## src/rtl/double_ended_queue_engine_unit_assert.svh

```systemverilog
// Assertion macros for the deque engine. The scope that uses them provides clk and rst_n.
`ifndef DOUBLE_ENDED_QUEUE_ENGINE_UNIT_ASSERT_SVH
`define DOUBLE_ENDED_QUEUE_ENGINE_UNIT_ASSERT_SVH

// Same-cycle implication.
`define DEQ_ASSERT_NOW(lbl, ante, cons) \
  lbl: assert property (@(posedge clk) disable iff (!rst_n) (ante) |-> (cons)) \
    else $error("deque assertion failed");

// Next-cycle implication.
`define DEQ_ASSERT_NEXT(lbl, ante, cons) \
  lbl: assert property (@(posedge clk) disable iff (!rst_n) (ante) |=> (cons)) \
    else $error("deque assertion failed");

`endif

```

## src/rtl/deq_pkg.sv

```systemverilog
`timescale 1ns / 1ps
// ----------------------------------------------------------------------------
// deq_pkg
// Shared types and codes for the double-ended queue engine.
// ----------------------------------------------------------------------------
package deq_pkg;

  localparam int DATA_W = 32;
  localparam int FUNC_W = 4;
  localparam int CNT_W  = 6;

  // Command codes
  localparam logic [FUNC_W-1:0] FN_PUSH_FRONT = 4'd0;
  localparam logic [FUNC_W-1:0] FN_PUSH_BACK  = 4'd1;
  localparam logic [FUNC_W-1:0] FN_POP_FRONT  = 4'd2;
  localparam logic [FUNC_W-1:0] FN_POP_BACK   = 4'd3;
  localparam logic [FUNC_W-1:0] FN_FRONT      = 4'd4;
  localparam logic [FUNC_W-1:0] FN_BACK       = 4'd5;
  localparam logic [FUNC_W-1:0] FN_EMPTY      = 4'd6;
  localparam logic [FUNC_W-1:0] FN_SIZE       = 4'd7;
  localparam logic [FUNC_W-1:0] FN_CLEAR      = 4'd8;
  localparam logic [FUNC_W-1:0] FN_REVERSE    = 4'd9;
  localparam logic [FUNC_W-1:0] FN_SORT       = 4'd10;
  localparam logic [FUNC_W-1:0] FN_LIST       = 4'd11;

  // Pointer and counter operations
  localparam logic [1:0] HEAD_HOLD = 2'd0;
  localparam logic [1:0] HEAD_DEC  = 2'd1;
  localparam logic [1:0] HEAD_INC  = 2'd2;
  localparam logic [1:0] HEAD_ZERO = 2'd3;

  localparam logic [1:0] OCC_HOLD = 2'd0;
  localparam logic [1:0] OCC_INC  = 2'd1;
  localparam logic [1:0] OCC_DEC  = 2'd2;
  localparam logic [1:0] OCC_ZERO = 2'd3;

  localparam logic [1:0] I_HOLD = 2'd0;
  localparam logic [1:0] I_ZERO = 2'd1;
  localparam logic [1:0] I_ONE  = 2'd2;
  localparam logic [1:0] I_INC  = 2'd3;

  localparam logic [1:0] J_HOLD   = 2'd0;
  localparam logic [1:0] J_LAST   = 2'd1;
  localparam logic [1:0] J_FROM_I = 2'd2;
  localparam logic [1:0] J_DEC    = 2'd3;

  // Memory address sources
  localparam logic [2:0] ADDR_NEWHEAD = 3'd0;
  localparam logic [2:0] ADDR_TAIL    = 3'd1;
  localparam logic [2:0] ADDR_BACK    = 3'd2;
  localparam logic [2:0] ADDR_HEAD    = 3'd3;
  localparam logic [2:0] ADDR_I       = 3'd4;
  localparam logic [2:0] ADDR_J       = 3'd5;
  localparam logic [2:0] ADDR_JM1     = 3'd6;

  // Write data sources
  localparam logic [1:0] WD_VALUE = 2'd0;
  localparam logic [1:0] WD_RDATA = 2'd1;
  localparam logic [1:0] WD_TMP   = 2'd2;
  localparam logic [1:0] WD_KEY   = 2'd3;

  typedef struct packed {
    logic       load_in;
    logic       drop_set;
    logic       mem_rd;
    logic       mem_wr;
    logic [2:0] addr_sel;
    logic [1:0] wdata_sel;
    logic       tmp_load;
    logic       key_load;
    logic [1:0] head_op;
    logic [1:0] occ_op;
    logic [1:0] i_op;
    logic [1:0] j_op;
    logic       out_load;
    logic       out_list;
  } cmd_t;

  typedef struct packed {
    logic [FUNC_W-1:0] func;
    logic              full;
    logic              empty;
    logic              occ_gt1;
    logic              key_less;
    logic              rev_more;
    logic              sort_more;
    logic              j_is1;
    logic              list_last;
    logic              out_free;
  } sts_t;

endpackage

```

## src/rtl/double_ended_queue_engine_unit.sv

```systemverilog
`timescale 1ns / 1ps
// ----------------------------------------------------------------------------
// double_ended_queue_engine_unit
// Double-ended queue of signed words in a circular store, with reverse,
// sort and list commands.
// ----------------------------------------------------------------------------
// channel | dir | tdata                          | tuser               | tlast
// in_     | in  | value[31:0]                    | func[3:0]           | -
// out_    | out | data[31:0], count[37:32], pad  | is_empty, dropped   | last
//
// Push, pop, front, back, empty, size, clear: accept, dispatch, emit;
// dispatch does any store access. Reverse: per pair, read i, read j, write
// i, write j. Sort: per key, read and load it, then read and compare per
// shift, then place it. List: read and transfer each word in turn.
// Reset is synchronous, active low; store contents are not cleared.
// A stalled output holds the sequencer in its emit or list step; a new command
// is taken only once the previous one has loaded its last result.
// ----------------------------------------------------------------------------
module double_ended_queue_engine_unit
  import deq_pkg::*;
#(
  parameter int DEPTH = 32
) (
  input  logic        clk,
  input  logic        rst_n,
  input  logic        in_tvalid,
  output logic        in_tready,
  input  logic [31:0] in_tdata,   // value[31:0]
  input  logic [3:0]  in_tuser,   // func[3:0]
  output logic        out_tvalid,
  input  logic        out_tready,
  output logic [39:0] out_tdata,  // data[31:0], count[37:32], zero [39:38]
  output logic [1:0]  out_tuser,  // is_empty[0], dropped[1]
  output logic        out_tlast
);

  cmd_t              cmd;
  sts_t              sts;
  logic [DATA_W-1:0] out_data;
  logic [CNT_W-1:0]  out_count;
  logic              out_is_empty, out_dropped;

  // Sequencer: one command in flight at a time.
  deq_ctrl u_ctrl (
    .clk     (clk),
    .rst_n   (rst_n),
    .in_valid(in_tvalid),
    .in_ready(in_tready),
    .sts     (sts),
    .cmd     (cmd)
  );

  // Store, pointers and output register.
  deq_dp #(.DEPTH(DEPTH)) u_dp (
    .clk         (clk),
    .rst_n       (rst_n),
    .in_func     (in_tuser),
    .in_value    (in_tdata),
    .cmd         (cmd),
    .sts         (sts),
    .out_valid   (out_tvalid),
    .out_ready   (out_tready),
    .out_data    (out_data),
    .out_count   (out_count),
    .out_is_empty(out_is_empty),
    .out_dropped (out_dropped),
    .out_last    (out_tlast)
  );

  // Pack fields lowest first, pad tdata to whole bytes.
  assign out_tdata = {2'b00, out_count, out_data};
  assign out_tuser = {out_dropped, out_is_empty};

endmodule

```

## src/rtl/deq_ram.sv

```systemverilog
`timescale 1ns / 1ps
// ----------------------------------------------------------------------------
// deq_ram
// Generic simple dual-port RAM, one write and one registered read port.
// ----------------------------------------------------------------------------
module deq_ram #(
  parameter int WIDTH = 32,
  parameter int DEPTH = 32
) (
  input  logic                     clk,
  input  logic                     we,
  input  logic [$clog2(DEPTH)-1:0] waddr,
  input  logic [WIDTH-1:0]         wdata,
  input  logic                     re,
  input  logic [$clog2(DEPTH)-1:0] raddr,
  output logic [WIDTH-1:0]         rdata
);

  logic [WIDTH-1:0] mem [DEPTH];

  always_ff @(posedge clk) begin
    if (we) begin
      mem[waddr] <= wdata;
    end
    if (re) begin
      rdata <= mem[raddr];
    end
  end

endmodule

```

## src/rtl/deq_dp.sv

```systemverilog
`timescale 1ns / 1ps
// ----------------------------------------------------------------------------
// deq_dp
// Datapath: store, head and occupancy, walk indices and the output register.
// ----------------------------------------------------------------------------
`include "double_ended_queue_engine_unit_assert.svh"
module deq_dp
  import deq_pkg::*;
#(
  parameter int DEPTH = 32
) (
  input  logic              clk,
  input  logic              rst_n,
  input  logic [FUNC_W-1:0] in_func,
  input  logic [DATA_W-1:0] in_value,
  input  cmd_t              cmd,
  output sts_t              sts,
  output logic              out_valid,
  input  logic              out_ready,
  output logic [DATA_W-1:0] out_data,
  output logic [CNT_W-1:0]  out_count,
  output logic              out_is_empty,
  output logic              out_dropped,
  output logic              out_last
);

  localparam int AW = $clog2(DEPTH);
  localparam int CW = $clog2(DEPTH + 1);

  logic [FUNC_W-1:0] func_r;
  logic [DATA_W-1:0] value_r, tmp_r, key_r;
  logic              drop_r;
  logic [AW-1:0]     head_r, head_nxt;
  logic [CW-1:0]     occ_r, occ_nxt;
  logic [AW-1:0]     i_r, i_nxt, j_r, j_nxt;
  logic [AW-1:0]     addr, occm1, jm1;
  logic [DATA_W-1:0] wdata, rdata, emit_data;
  logic              empty;
  logic [CW+DATA_W-1:0] occ_ext;

  logic              out_valid_r;
  logic [DATA_W-1:0] out_data_r;
  logic [CNT_W-1:0]  out_cnt_r;
  logic              out_empty_r, out_drop_r, out_last_r;

  function automatic logic [AW-1:0] slot(input logic [AW-1:0] h, input logic [AW-1:0] off);
    logic [AW:0] s;
    s = {1'b0, h} + {1'b0, off};
    if (s >= (AW+1)'(DEPTH)) begin
      s = s - (AW+1)'(DEPTH);
    end
    return s[AW-1:0];
  endfunction

  assign empty   = (occ_r == '0);
  assign occm1   = AW'(occ_r - CW'(1));
  assign jm1     = j_r - AW'(1);
  assign occ_ext = {{DATA_W{1'b0}}, occ_r};

  always_comb begin
    unique case (cmd.addr_sel)
      ADDR_NEWHEAD: addr = (head_r == '0) ? AW'(DEPTH - 1) : head_r - AW'(1);
      ADDR_TAIL:    addr = slot(head_r, occ_r[AW-1:0]);
      ADDR_BACK:    addr = slot(head_r, occm1);
      ADDR_HEAD:    addr = head_r;
      ADDR_I:       addr = slot(head_r, i_r);
      ADDR_J:       addr = slot(head_r, j_r);
      ADDR_JM1:     addr = slot(head_r, jm1);
      default:      addr = head_r;
    endcase
  end

  always_comb begin
    case (cmd.wdata_sel)
      WD_VALUE: wdata = value_r;
      WD_RDATA: wdata = rdata;
      WD_TMP:   wdata = tmp_r;
      default:  wdata = key_r;
    endcase
  end

  deq_ram #(.WIDTH(DATA_W), .DEPTH(DEPTH)) u_ram (
    .clk  (clk),
    .we   (cmd.mem_wr),
    .waddr(addr),
    .wdata(wdata),
    .re   (cmd.mem_rd),
    .raddr(addr),
    .rdata(rdata)
  );

  always_comb begin
    case (cmd.head_op)
      HEAD_DEC:  head_nxt = (head_r == '0) ? AW'(DEPTH - 1) : head_r - AW'(1);
      HEAD_INC:  head_nxt = slot(head_r, AW'(1));
      HEAD_ZERO: head_nxt = '0;
      default:   head_nxt = head_r;
    endcase
    case (cmd.occ_op)
      OCC_INC:  occ_nxt = occ_r + CW'(1);
      OCC_DEC:  occ_nxt = occ_r - CW'(1);
      OCC_ZERO: occ_nxt = '0;
      default:  occ_nxt = occ_r;
    endcase
    case (cmd.i_op)
      I_ZERO:  i_nxt = '0;
      I_ONE:   i_nxt = AW'(1);
      I_INC:   i_nxt = i_r + AW'(1);
      default: i_nxt = i_r;
    endcase
    case (cmd.j_op)
      J_LAST:   j_nxt = occm1;
      J_FROM_I: j_nxt = i_r;
      J_DEC:    j_nxt = jm1;
      default:  j_nxt = j_r;
    endcase
  end

  always_ff @(posedge clk) begin
    if (!rst_n) begin
      head_r <= '0;
      occ_r  <= '0;
    end else begin
      head_r <= head_nxt;
      occ_r  <= occ_nxt;
    end
  end

  // Walk indices and holding registers carry payload only.
  always_ff @(posedge clk) begin
    i_r <= i_nxt;
    j_r <= j_nxt;
    if (cmd.load_in) begin
      func_r  <= in_func;
      value_r <= in_value;
    end
    if (cmd.tmp_load) begin
      tmp_r <= rdata;
    end
    if (cmd.key_load) begin
      key_r <= rdata;
    end
  end

  always_ff @(posedge clk) begin
    if (!rst_n) begin
      drop_r <= 1'b0;
    end else if (cmd.load_in) begin
      drop_r <= 1'b0;
    end else if (cmd.drop_set) begin
      drop_r <= 1'b1;
    end
  end

  // Single-item result value by command.
  always_comb begin
    case (func_r) inside
      FN_FRONT, FN_BACK: emit_data = empty ? '1 : rdata;
      FN_EMPTY:          emit_data = {{(DATA_W-1){1'b0}}, empty};
      FN_SIZE:           emit_data = occ_ext[DATA_W-1:0];
      FN_LIST:           emit_data = '1;
      default:           emit_data = '0;
    endcase
  end

  always_ff @(posedge clk) begin
    if (!rst_n) begin
      out_valid_r <= 1'b0;
    end else if (cmd.out_load) begin
      out_valid_r <= 1'b1;
    end else if (out_ready) begin
      out_valid_r <= 1'b0;
    end
  end

  always_ff @(posedge clk) begin
    if (cmd.out_load) begin
      out_data_r  <= cmd.out_list ? rdata : emit_data;
      out_cnt_r   <= occ_ext[CNT_W-1:0];
      out_empty_r <= empty;
      out_drop_r  <= drop_r;
      out_last_r  <= cmd.out_list ? sts.list_last : 1'b1;
    end
  end

  assign out_valid    = out_valid_r;
  assign out_data     = out_data_r;
  assign out_count    = out_cnt_r;
  assign out_is_empty = out_empty_r;
  assign out_dropped  = out_drop_r;
  assign out_last     = out_last_r;

  assign sts.func      = func_r;
  assign sts.full      = (occ_r == CW'(DEPTH));
  assign sts.empty     = empty;
  assign sts.occ_gt1   = (occ_r > CW'(1));
  assign sts.key_less  = ($signed(key_r) < $signed(rdata));
  assign sts.rev_more  = (({1'b0, i_r} + (AW+1)'(1)) < ({1'b0, j_r} - (AW+1)'(1)));
  assign sts.sort_more = (((CW+1)'(i_r) + (CW+1)'(1)) < (CW+1)'(occ_r));
  assign sts.j_is1     = (j_r == AW'(1));
  assign sts.list_last = (((CW+1)'(i_r) + (CW+1)'(1)) == (CW+1)'(occ_r));
  assign sts.out_free  = !out_valid_r || out_ready;

  `DEQ_ASSERT_NOW(a_occ_bound, 1'b1, occ_r <= CW'(DEPTH))
  `DEQ_ASSERT_NOW(a_one_access, cmd.mem_wr, !cmd.mem_rd)
  `DEQ_ASSERT_NOW(a_no_push_full, cmd.occ_op == OCC_INC, occ_r < CW'(DEPTH))
  `DEQ_ASSERT_NEXT(a_head_hold, cmd.head_op == HEAD_HOLD, $stable(head_r))

endmodule

```

## src/rtl/deq_ctrl.sv

```systemverilog
`timescale 1ns / 1ps
// ----------------------------------------------------------------------------
// deq_ctrl
// Command sequencer: decodes a command and steps the datapath through it.
// ----------------------------------------------------------------------------
module deq_ctrl
  import deq_pkg::*;
(
  input  logic clk,
  input  logic rst_n,
  input  logic in_valid,
  output logic in_ready,
  input  sts_t sts,
  output cmd_t cmd
);

  localparam logic [3:0] ST_IDLE  = 4'd0;
  localparam logic [3:0] ST_DISP  = 4'd1;
  localparam logic [3:0] ST_EMIT  = 4'd2;
  localparam logic [3:0] ST_R1    = 4'd3;
  localparam logic [3:0] ST_R2    = 4'd4;
  localparam logic [3:0] ST_R3    = 4'd5;
  localparam logic [3:0] ST_R4    = 4'd6;
  localparam logic [3:0] ST_SKEY  = 4'd7;
  localparam logic [3:0] ST_SKEYW = 4'd8;
  localparam logic [3:0] ST_SCRD  = 4'd9;
  localparam logic [3:0] ST_SCMP  = 4'd10;
  localparam logic [3:0] ST_SPUT  = 4'd11;
  localparam logic [3:0] ST_LRD   = 4'd12;
  localparam logic [3:0] ST_LOUT  = 4'd13;

  logic [3:0] state_r, state_nxt;

  always_ff @(posedge clk) begin
    if (!rst_n) begin
      state_r <= ST_IDLE;
    end else begin
      state_r <= state_nxt;
    end
  end

  assign in_ready = (state_r == ST_IDLE);

  always_comb begin
    cmd       = '0;
    state_nxt = state_r;
    unique case (state_r)
      ST_IDLE: begin
        if (in_valid) begin
          cmd.load_in = 1'b1;
          state_nxt   = ST_DISP;
        end
      end
      ST_DISP: begin
        state_nxt = ST_EMIT;
        case (sts.func)
          FN_PUSH_FRONT: begin
            if (sts.full) begin
              cmd.drop_set = 1'b1;
            end else begin
              cmd.mem_wr   = 1'b1;
              cmd.addr_sel = ADDR_NEWHEAD;
              cmd.head_op  = HEAD_DEC;
              cmd.occ_op   = OCC_INC;
            end
          end
          FN_PUSH_BACK: begin
            if (sts.full) begin
              cmd.drop_set = 1'b1;
            end else begin
              cmd.mem_wr   = 1'b1;
              cmd.addr_sel = ADDR_TAIL;
              cmd.occ_op   = OCC_INC;
            end
          end
          FN_POP_FRONT: begin
            if (sts.empty) begin
              cmd.drop_set = 1'b1;
            end else begin
              cmd.head_op = HEAD_INC;
              cmd.occ_op  = OCC_DEC;
            end
          end
          FN_POP_BACK: begin
            if (sts.empty) begin
              cmd.drop_set = 1'b1;
            end else begin
              cmd.occ_op = OCC_DEC;
            end
          end
          FN_FRONT: begin
            cmd.mem_rd   = !sts.empty;
            cmd.addr_sel = ADDR_HEAD;
          end
          FN_BACK: begin
            cmd.mem_rd   = !sts.empty;
            cmd.addr_sel = ADDR_BACK;
          end
          FN_CLEAR: begin
            cmd.head_op = HEAD_ZERO;
            cmd.occ_op  = OCC_ZERO;
          end
          FN_REVERSE: begin
            if (sts.occ_gt1) begin
              cmd.i_op  = I_ZERO;
              cmd.j_op  = J_LAST;
              state_nxt = ST_R1;
            end
          end
          FN_SORT: begin
            if (sts.occ_gt1) begin
              cmd.i_op  = I_ONE;
              state_nxt = ST_SKEY;
            end
          end
          FN_LIST: begin
            if (!sts.empty) begin
              cmd.i_op  = I_ZERO;
              state_nxt = ST_LRD;
            end
          end
          default: ;
        endcase
      end
      ST_EMIT: begin
        if (sts.out_free) begin
          cmd.out_load = 1'b1;
          state_nxt    = ST_IDLE;
        end
      end
      // Reverse: swap the words at offsets i and j, then close in.
      ST_R1: begin
        cmd.mem_rd   = 1'b1;
        cmd.addr_sel = ADDR_I;
        state_nxt    = ST_R2;
      end
      ST_R2: begin
        cmd.mem_rd   = 1'b1;
        cmd.addr_sel = ADDR_J;
        cmd.tmp_load = 1'b1;
        state_nxt    = ST_R3;
      end
      ST_R3: begin
        cmd.mem_wr    = 1'b1;
        cmd.addr_sel  = ADDR_I;
        cmd.wdata_sel = WD_RDATA;
        state_nxt     = ST_R4;
      end
      ST_R4: begin
        cmd.mem_wr    = 1'b1;
        cmd.addr_sel  = ADDR_J;
        cmd.wdata_sel = WD_TMP;
        cmd.i_op      = I_INC;
        cmd.j_op      = J_DEC;
        state_nxt     = sts.rev_more ? ST_R1 : ST_EMIT;
      end
      // Insertion sort: take key at i, shift larger words up, place key.
      ST_SKEY: begin
        cmd.mem_rd   = 1'b1;
        cmd.addr_sel = ADDR_I;
        state_nxt    = ST_SKEYW;
      end
      ST_SKEYW: begin
        cmd.key_load = 1'b1;
        cmd.j_op     = J_FROM_I;
        state_nxt    = ST_SCRD;
      end
      ST_SCRD: begin
        cmd.mem_rd   = 1'b1;
        cmd.addr_sel = ADDR_JM1;
        state_nxt    = ST_SCMP;
      end
      ST_SCMP: begin
        if (sts.key_less) begin
          cmd.mem_wr    = 1'b1;
          cmd.addr_sel  = ADDR_J;
          cmd.wdata_sel = WD_RDATA;
          cmd.j_op      = J_DEC;
          state_nxt     = sts.j_is1 ? ST_SPUT : ST_SCRD;
        end else begin
          state_nxt = ST_SPUT;
        end
      end
      ST_SPUT: begin
        cmd.mem_wr    = 1'b1;
        cmd.addr_sel  = ADDR_J;
        cmd.wdata_sel = WD_KEY;
        if (sts.sort_more) begin
          cmd.i_op  = I_INC;
          state_nxt = ST_SKEY;
        end else begin
          state_nxt = ST_EMIT;
        end
      end
      // List: read offset i, transfer it, advance.
      ST_LRD: begin
        cmd.mem_rd   = 1'b1;
        cmd.addr_sel = ADDR_I;
        state_nxt    = ST_LOUT;
      end
      ST_LOUT: begin
        if (sts.out_free) begin
          cmd.out_load = 1'b1;
          cmd.out_list = 1'b1;
          if (sts.list_last) begin
            state_nxt = ST_IDLE;
          end else begin
            cmd.i_op  = I_INC;
            state_nxt = ST_LRD;
          end
        end
      end
      default: state_nxt = ST_IDLE;
    endcase
  end

endmodule
```

## config.mk

```make
export PLATFORM = sky130hd
export DESIGN_NAME = double_ended_queue_engine_unit
export DESIGN_NICKNAME = d
export VERILOG_FILES = /design/src/rtl/deq_pkg.sv /design/src/rtl/double_ended_queue_engine_unit.sv /design/src/rtl/deq_ram.sv /design/src/rtl/deq_dp.sv /design/src/rtl/deq_ctrl.sv
export VERILOG_INCLUDE_DIRS = /design/src /design/src/rtl
export SDC_FILE = /design/constraint.sdc
export NUM_CORES = 1
export LEC_CHECK = 0
export BUFFER_PORTS_ARGS = -buffer_cell sky130_fd_sc_hd__buf_2
export CORE_MARGIN = 2
export CORE_UTILIZATION = 45
export DETAILED_ROUTE_END_ITERATION = 8
export MAX_ROUTING_LAYER = met4
export SYNTH_ARGS = -nofsm -noshare
export SYNTH_HDL_FRONTEND = slang
export SYNTH_HIERARCHICAL = 1
export SYNTH_SLANG_ARGS = --single-unit
```

## constraint.sdc

```tcl
create_clock -name clk -period 14.3 [get_ports clk]
set_input_delay 2.145 -clock clk [delete_from_list [all_inputs] [get_ports clk]]
set_output_delay 2.145 -clock clk [all_outputs]
set_load 0.1 [all_outputs]
```

==> results of run 1 <==
[flip-flops by register name, indices dropped and copies added, names as in the netlist]
signal and flops:
u_dp/u_ram/mem 1024, u_dp/value_r 32, u_dp/key_r 32, u_dp/tmp_r 32, u_dp/drop_r 1, u_ctrl/state_r 4
u_dp/j_r 5, u_dp/out_is_empty 1, u_dp/u_ram/rdata 32, u_dp/out_last 1, u_dp/i_r 5, u_dp/out_data 32
u_dp/out_valid 1, u_dp/occ_r 6, u_dp/func_r 4, u_dp/head_r 5, u_dp/out_dropped 1, u_dp/out_count 6
[power by group]
group          leakage, nW  internal (mW)  switching [mW]
sequential            11.0           4.05          0.0343
combinational         8.27          0.391           0.870
clock                 1.80           1.69            1.30
total                 21.1           6.13            2.21
[synth_stat cells, drive strengths merged (3+ instances only)]
master and number:
a2111oi 3, inv 56, a31oi 45, mux2i 520, nand2b 16, a22oi 97, nor3 46, nor3b 3
nand4 10, nor2 76, nor2b 15, nor4 3, mux4 33, o21ai 42, a211oi 8, a21oi 144
or3 5, a22o 64, o22ai 6, buf 113, edfxtp 1207, dfxtp 17, nand3 114, or3b 5
and2 6, a21o 13, ha 55, nand2 145, a221o 5, o211ai 7, nand3b 7, or2 6
xnor2 14, o21a 30, clkbuf 64
[final cells by class]
cell class | count | share of cell area, %
multi-input combinational | 1578 | 22.6
sequential | 1224 | 65.5
timing repair buffer | 146 | 1.66
tap | 1488 | 3.33
clock buffer | 140 | 5.51
inverter | 58 | 0.389
clock inverter | 72 | 1.07
[worst paths after layout]
check / to / slack [ns] / cells after the start
max: u_dp/u_ram/rdata[7] / 4.71 / 26
min reg2reg: u_dp/out_dropped / 0.44 / 0
max reg2reg: u_dp/u_ram/rdata[7] / 4.71 / 26
min: u_dp/out_dropped / 0.44 / 0
[layout by cell type (no fill, tap or decap), types with 10 or more instances in the layout]
master	count
o21ai_0	36
clkbuf_1	20
inv_1	56
nand3_1	114
nand4_1	10
a22o_1	64
clkbuf_16	120
o21a_1	30
nand2b_1	14
ha_1	55
nor2b_1	13
a21oi_1	142
nor2_4	35
nor3_1	44
edfxtp_1	1207
a22oi_1	97
nand2_1	143
buf_4	60
clkinv_1	34
clkinv_2	21
mux4_2	33
buf_2	83
mux2i_1	520
dfxtp_1	17
xnor2_1	14
a21o_1	13
a31oi_1	45
nor2_1	40
[metal layers]
layer | track usage, % | up-vias
met5 | - | -
met4 | 6.63 | 0
met3 | 4.08 | 193
met2 | 37.2 | 1090
met1 | 31.1 | 14300
li1 | - | 12100
[per-stage QoR]
| step | std cells | utilization, % |
|---|---|---|
| 2_1_floorplan | 3037 | - |
| 3_3_place_gp | 4493 | 47.2 |
| 3_5_place_dp | 4493 | 47.2 |
| 4_1_cts | 4705 | 50.6 |
| 5_1_grt | 4706 | 50.6 |
| 6_report | 4706 | 50.6 |
[logic make-up (layout without fill, tap and decap cells)]
family          count (synthesis)  after routing
buf+inv                       235            416
flops                        1224           1224
fa+ha+maj                      56             56
simple gates                  466            466
xor+xnor                       16             16
mux                           555            555
compound gates                483            483
other cells                     1              2
==> results.md, run 1 <==
- Status: complete, no violations
- Worst-margin pin slew: 1.29 ns
- Synth area leaders: edfxtp_1 (72%), mux2i_1 (10%), mux4_2 (1.5%)
- Routed length per instance: about 28 um
- Setup TNS: 0 ns
- Fmax: ~0.10 GHz
- PD cells: between 100 and 150 mW/mm2
- CP delay by family, top: compound AO/OA/AOI/OAI gates
- Mux cell area share after synthesis: around an eighth
- Worst reg2reg startpoint: u_dp/u_ram/rdata[31]
- Final setup margin: between 4 and 5 ns
- CP endpoint kind: flop
- Vias per cell: 5.88
- GRT Resource Usage Total: between 20% and 30%
- Port bufs: 82
- Largest family of logic cells by synthesized area: multiplexers
- Number of diodes: 0
- Final Cell Area: 0.0559 mm2
- Largest area contributor in the netlist: edfxtp_1
- Top_reg_cell synth: edfxtp_1
- Hold Startpoint: u_dp/drop_r
- Clock buffer count from CTS: roughly 120
- Detail Placement HPWL: 70300 um
- Gpl congestion: around 0.85
- Final hold viol count: 0
- CTS tree: built
- Max VDD drop: ~0.00011 V
- Antenna-violating nets left: 0
- CP Data Arrival Time: about 9.9 ns
- Max Used Layer: met4
- Met2 routed WL: around 62000 um
- Mapped Cells: slightly above 3000
- Final worst-path cycle share: 67.1%
- Adder-Cell Fraction of Synth Area: under 10%
- Synth Register Bits: ~1200
- Simple-gate share of the synthesized area: about 4.5%
- CTS Root Cell: clkbuf_16
- Clock skew: 0.0190 ns
- Largest net degree at the start of global routing: about 130
- Synth Area in Compound Gates: roughly 6.5%
- Die area: between 0.1 and 0.15 mm2
- Synth async-reset ratio: 0%
- Die height: between 300 and 400 um
- Global route overflow: 0
- Met3 WL: just under 10000 um
- Starting Density: a little under half
- TritonCTS Sinks: 1224
- Worst path max stage delay: approximately 1.2 ns
- Synthesized area: around 0.050 mm2
- Htree depth: 3
- Vias: around 28000
- Layout cell share with drive strength beyond 1: approximately an eighth
- XOR/XNOR share of the synthesized area: less than 1%
- Site Rows: ~120
- WS Path Type: flop to flop
- CP startpoint: u_dp/u_ram/rdata[31]
- Clock Latency Late Sink: ~0.7 ns
- HP Class: flop to flop
- Register area: between 0.03 and 0.04 mm2
- Metal1 wirelength: about 55000 um
- Post-synth cell types: between 70 and 80
- Fin nets: roughly 3200
- FILL cells: between 8000 and 9000
- Tmin final: 9.59 ns
- Hold slack: between 0.4 and 0.5 ns
- Initial drt markers: about 2900
- First-pass GRT wire length: ~190000 um
- Leakage: 21.1 nW
- Overall routed net length: approximately 130000 um
- DIE WIDTH: around 340 um
- Count of cells resized by post-cts repair: 0
- Drt pass-1 iters: 6
- DP Worst Slack: 4.85 ns
- Required time worst endpoint: between 10 and 15 ns
- Yosys top cell area share: ~72%
- Vias in the first global route: approximately 27000
- DRC Markers: 0
- Post-CTS Setup Bufs: 0
- Area Overhead vs Synth: 11.5%
- Critical path fanouts, max: 47
- RSZ-0062 raised after global routing: no
- CTS Hold Buffers Added: 0
- Post-synthesis sequential area ratio: between 70% and 80%
- Setup violations, final: 0
- Footprint of the multi-input gates: roughly 0.013 mm2
- Antenna violations before repair: 1
- Core area: about 0.11 mm2
- Slew HR: between 10 and 15%
- Post-synth EDFFs: 1207
- Worst-path clk slew: about 0.060 ns
- Fin. max-slew vios: 0
- Synth warn: 6
- Worst path bufs/invs: 2
- IO Count: 85
- Placed cell area: about 0.052 mm2
- CP startpoint kind: flop
- Tot Pwr: ~8.3 mW
- Mean Syn Cell Area: between 15 and 20 um2
- Clock Path Buffers: 3
- Max-cap viol count: 0
- CP max stage cell: nor2b_4
No activity file was read; power rests on OpenSTA's default activity.
==> run 2: changes to the inputs <==
- ABC_AREA: unset -> 1
- clock period: 14.3 -> 8.8 ns (I/O delays scaled with it)
==> results.md, run 2 <==
- Synth async-reset ratio: 0% (unchanged)
- Switching Power: 4.29 mW (was 2.21 mW)
- CTS Hold Buffers Added: 0 (unchanged)
- Tmin final: 7.04 ns (was 9.59 ns)
- Most common cell in the synthesized netlist: nand2_1 (was edfxtp_1)
- Commonest non-fill, non-tap cell in the layout: nand2_1 (was edfxtp_1)
- Clock power frac: 36.7% (was 35.8%)
- Largest net degree at the start of global routing: 238 (was 129)
- Post-synth top cells: nand2_1 (1669), edfxtp_1 (1207), nand3_1 (817), inv_1 (119), buf_2 (88) (was edfxtp_1 (1207), mux2i_1 (520), nand2_1 (144), a21oi_1 (142), nand3_1 (114))
- CTS Root Cell: clkbuf_16 (unchanged)
- Gpl congestion: 0.921 (was 0.849)
- Vias per cell: 5.65 (was 5.88)
- Post-CTS Setup Bufs: 0 (unchanged)
- Count of cells resized by post-cts repair: 0 (unchanged)
- Most used cell along the critical path: nand2_1
- Vias in the first global route: 33200 (was 27400)
- Footprint of the multi-input gates: 0.0138 mm2 (was 0.0126 mm2)
- TritonCTS Sinks: 1224 (unchanged)
- Initial drt markers: 4010 (was 2870)
- Synth area leaders: edfxtp_1 (70%), nand2_1 (12%), nand3_1 (7.9%) (was edfxtp_1 (72%), mux2i_1 (10%), mux4_2 (1.5%))
- CP max stage cell: nor2_4 (was nor2b_4)
- GRT Resource Usage Total: 26.1% (was 23.4%)
- Synthesized area: 0.0520 mm2 (was 0.0501 mm2)
- FILL cells: 9906 (was 8993)
- CP startpoint kind: flop (unchanged)
- Max-cap viol count: 0 (unchanged)
- Fin. max-slew vios: 0 (unchanged)
- Post-synthesis sequential area ratio: 70.4% (was 73.0%)
- Starting Density: 45.4% (about the same)
- Core Util, Final: 51.2% (was 50.6%)
- Layout cell share with drive strength beyond 1: 10.3% (was 12.7%)
- Post-synth EDFFs: 1207 (unchanged)
- Site Rows: 124 (was 122)
- Worst-path clk slew: 0.06 ns (about the same)
- Max reg flops: 1024 (unchanged)
- Max VDD drop: 0.000195 V (was 0.000109 V)
- Status: complete, no violations (unchanged)
- Die area: 0.118 mm2 (was 0.114 mm2)
- Worst path bufs/invs: 5 (was 2)
- CP endpoint kind: flop (unchanged)
- Overall routed net length: 150000 um (was 130000 um)
- Antenna-violating nets left: 0 (unchanged)
- Detail Placement HPWL: 85600 um (was 70300 um)
- Antenna violations before repair: 2 (was 1)
- Tot Pwr: 14.7 mW (was 8.34 mW)
- Setup TNS: 0 ns (unchanged)
- Final hold viol count: 0 (unchanged)
- HP Class: flop to flop (unchanged)
- Setup violations, final: 0 (unchanged)
- Drt pass-1 iters: 5 (was 6)
- Sequential share of power: 45.2% (was 49.0%)
- Post-synth cell types: 61 (was 79)
- Area Overhead vs Synth: 12.7% (was 11.5%)
- Leakage: 21.6 nW (was 21.1 nW)
- R2R Setup Slk: 1.76 ns (was 4.71 ns)
- Clock buffer count from CTS: 131 (was 118)
- Vias: 34900 (was 27700)
- Worst-margin pin slew: 1.14 ns (was 1.29 ns)
- IO Count: 85 (unchanged)
- Register area: 0.0366 mm2 (unchanged)
- CTS tree: built (unchanged)
- Port bufs: 82 (unchanged)
- Synth warn: 6 (unchanged)
- Slew HR: 23.7% (was 14.0%)
- DIE WIDTH: 344 um (was 338 um)
- Fmax: 0.142 GHz (was 0.104 GHz)
- Global route overflow: 0 (unchanged)
- Switching Fraction: 29.3% (was 26.5%)
- Mean Syn Cell Area: 11.6 um2 (was 16.5 um2)
- Fin nets: 4658 (was 3222)
- Mapped Cells: 4485 (was 3036)
- Routed length per instance: 24.3 um (was 27.7 um)
- Critical path fanouts, max: 17 (was 47)
- Clock Path Buffers: 3 (unchanged)
- RSZ-0062 raised after global routing: no (unchanged)
- Largest area contributor in the netlist: edfxtp_1 (unchanged)
- Htree depth: 4 (was 3)
- Top_reg_cell synth: edfxtp_1 (unchanged)
- WS Path Type: flop to flop (unchanged)
- Combinational group share of total power: 18.1% (was 15.1%)
- Worst path max stage delay: 0.71 ns (was 1.15 ns)
- Power Internal: 10.4 mW (was 6.13 mW)
- Clock skew: 0.0345 ns (was 0.0190 ns)
- Final worst-path cycle share: 80.0% (was 67.1%)
- First-pass GRT wire length: 220000 um (was 187000 um)
- Die height: 344 um (was 338 um)
- CP Data Arrival Time: 7.43 ns (was 9.94 ns)
- CP delay by family, top: simple AND/OR/NAND/NOR gates (was compound AO/OA/AOI/OAI gates)
- PD cells: 250 mW/mm2 (was 149 mW/mm2)
- Core area: 0.115 mm2 (was 0.111 mm2)
- Synth Register Bits: 1224 (unchanged)
- DRC Markers: 0 (unchanged)
- Top reg by flops: u_dp/u_ram/mem (unchanged)
- Required time worst endpoint: 9.19 ns (was 14.65 ns)
- Most frequent cells in the layout: nand2_1 (1667), edfxtp_1 (1207), nand3_1 (817), clkbuf_16 (135), inv_1 (118) (was edfxtp_1 (1207), mux2i_1 (520), nand2_1 (143), a21oi_1 (142), clkbuf_16 (120))
- Yosys top cell area share: 69.7% (was 72.3%)
- Clock Latency Late Sink: 0.74 ns (was 0.70 ns)
==> run 2: changes by cell type after synthesis, moves of 34 or more <==
cell / before / now
buf_2: 44 / 88
nor3_1: 45 / 9
a31oi_1: 45 / 0
a22oi_1: 97 / 26
inv_1: 56 / 119
buf_6: 19 / 68
nand2_1: 144 / 1669
a22o_1: 64 / 0
nand3_1: 114 / 817
mux2i_1: 520 / 0
a21oi_1: 142 / 47
o2111ai_1: 0 / 34
==> run 2: worst reg2reg max path: cells and delay by family (launching register included) <==
| kind | cells | cell delay (ns) |
|---|---|---|
| and+or+nand+nor | 16 | 3.64 |
| adders and majority gates | 3 | 0.95 |
| buffers and inverters | 5 | 0.88 |
| AOI/OAI and AO/OA | 4 | 0.55 |
| DFF | 1 | 0.50 |
| xor gates and xnor gates | 1 | 0.18 |
==> run 2: metal layers <==
| layer | vias to the layer above | global-route usage, % | wire (um) |
|---|---|---|---|
| met5 | - | - | 0 |
| met4 | 0 | 8.55 | 4560 |
| li1 | 15900 | - | - |
| met1 | 17200 | 36.0 | 63700 |
| met2 | 1534 | 40.1 | 69800 |
| met3 | 256 | 3.67 | 12300 |
==> run 2: stage by stage <==
stage	worst slack (ns)	instance area (um2)	hold slack, ns	std cells
after global placement	1.89	54400	0.421	5941
after global routing	1.37	58600	0.449	6175
after floorplan	3.18	52000	0.409	4486
after CTS	1.92	58600	0.440	6174
after detailed placement	1.94	54400	0.428	5941
final	1.76	58600	0.439	6176
==> run 2: cell families after synthesis <==
kind of cell / count (synthesis) / share of synthesized area (%)
AOI/OAI and AO/OA: 203 / 2.61
buffers and inverters: 375 / 4.22
other: 1 / 0.00722
and+or+nand+nor: 2615 / 21.2
DFF: 1224 / 70.4
adders and majority gates: 56 / 1.36
xor gates and xnor gates: 11 / 0.200
==> run 2: layout make-up <==
cell class	instances	area share (%)
clock buffers	163	5.95
inverters	129	0.878
diodes	2	0.00854
multi-input cells	2887	23.6
clock inverters	70	1.14
flip-flops and latches	1224	62.5
repair buffers	189	2.71
well taps	1512	3.23
==> run 2: final timing paths <==
path / startpoint / depth (start not counted) / endpoint
setup / recovery: u_dp/u_ram/rdata[31] / 29 / u_dp/u_ram/mem[26][28]
setup reg to reg: u_dp/u_ram/rdata[31] / 29 / u_dp/u_ram/mem[26][28]
hold / removal: u_dp/drop_r / 0 / u_dp/out_dropped
hold reg to reg: u_dp/drop_r / 0 / u_dp/out_dropped
==> run 2: power groups by stage <==
stage / Clock (mW) / Sequential [mW] / Combinational (mW)
after global routing: 5.66 / 6.63 / 2.88
after global placement: 0 / 6.75 / 2.61
after CTS: 5.45 / 6.63 / 2.63
after floorplan: 0 / 6.81 / 1.72
final: 5.37 / 6.63 / 2.65
after detailed placement: 0 / 6.75 / 2.61
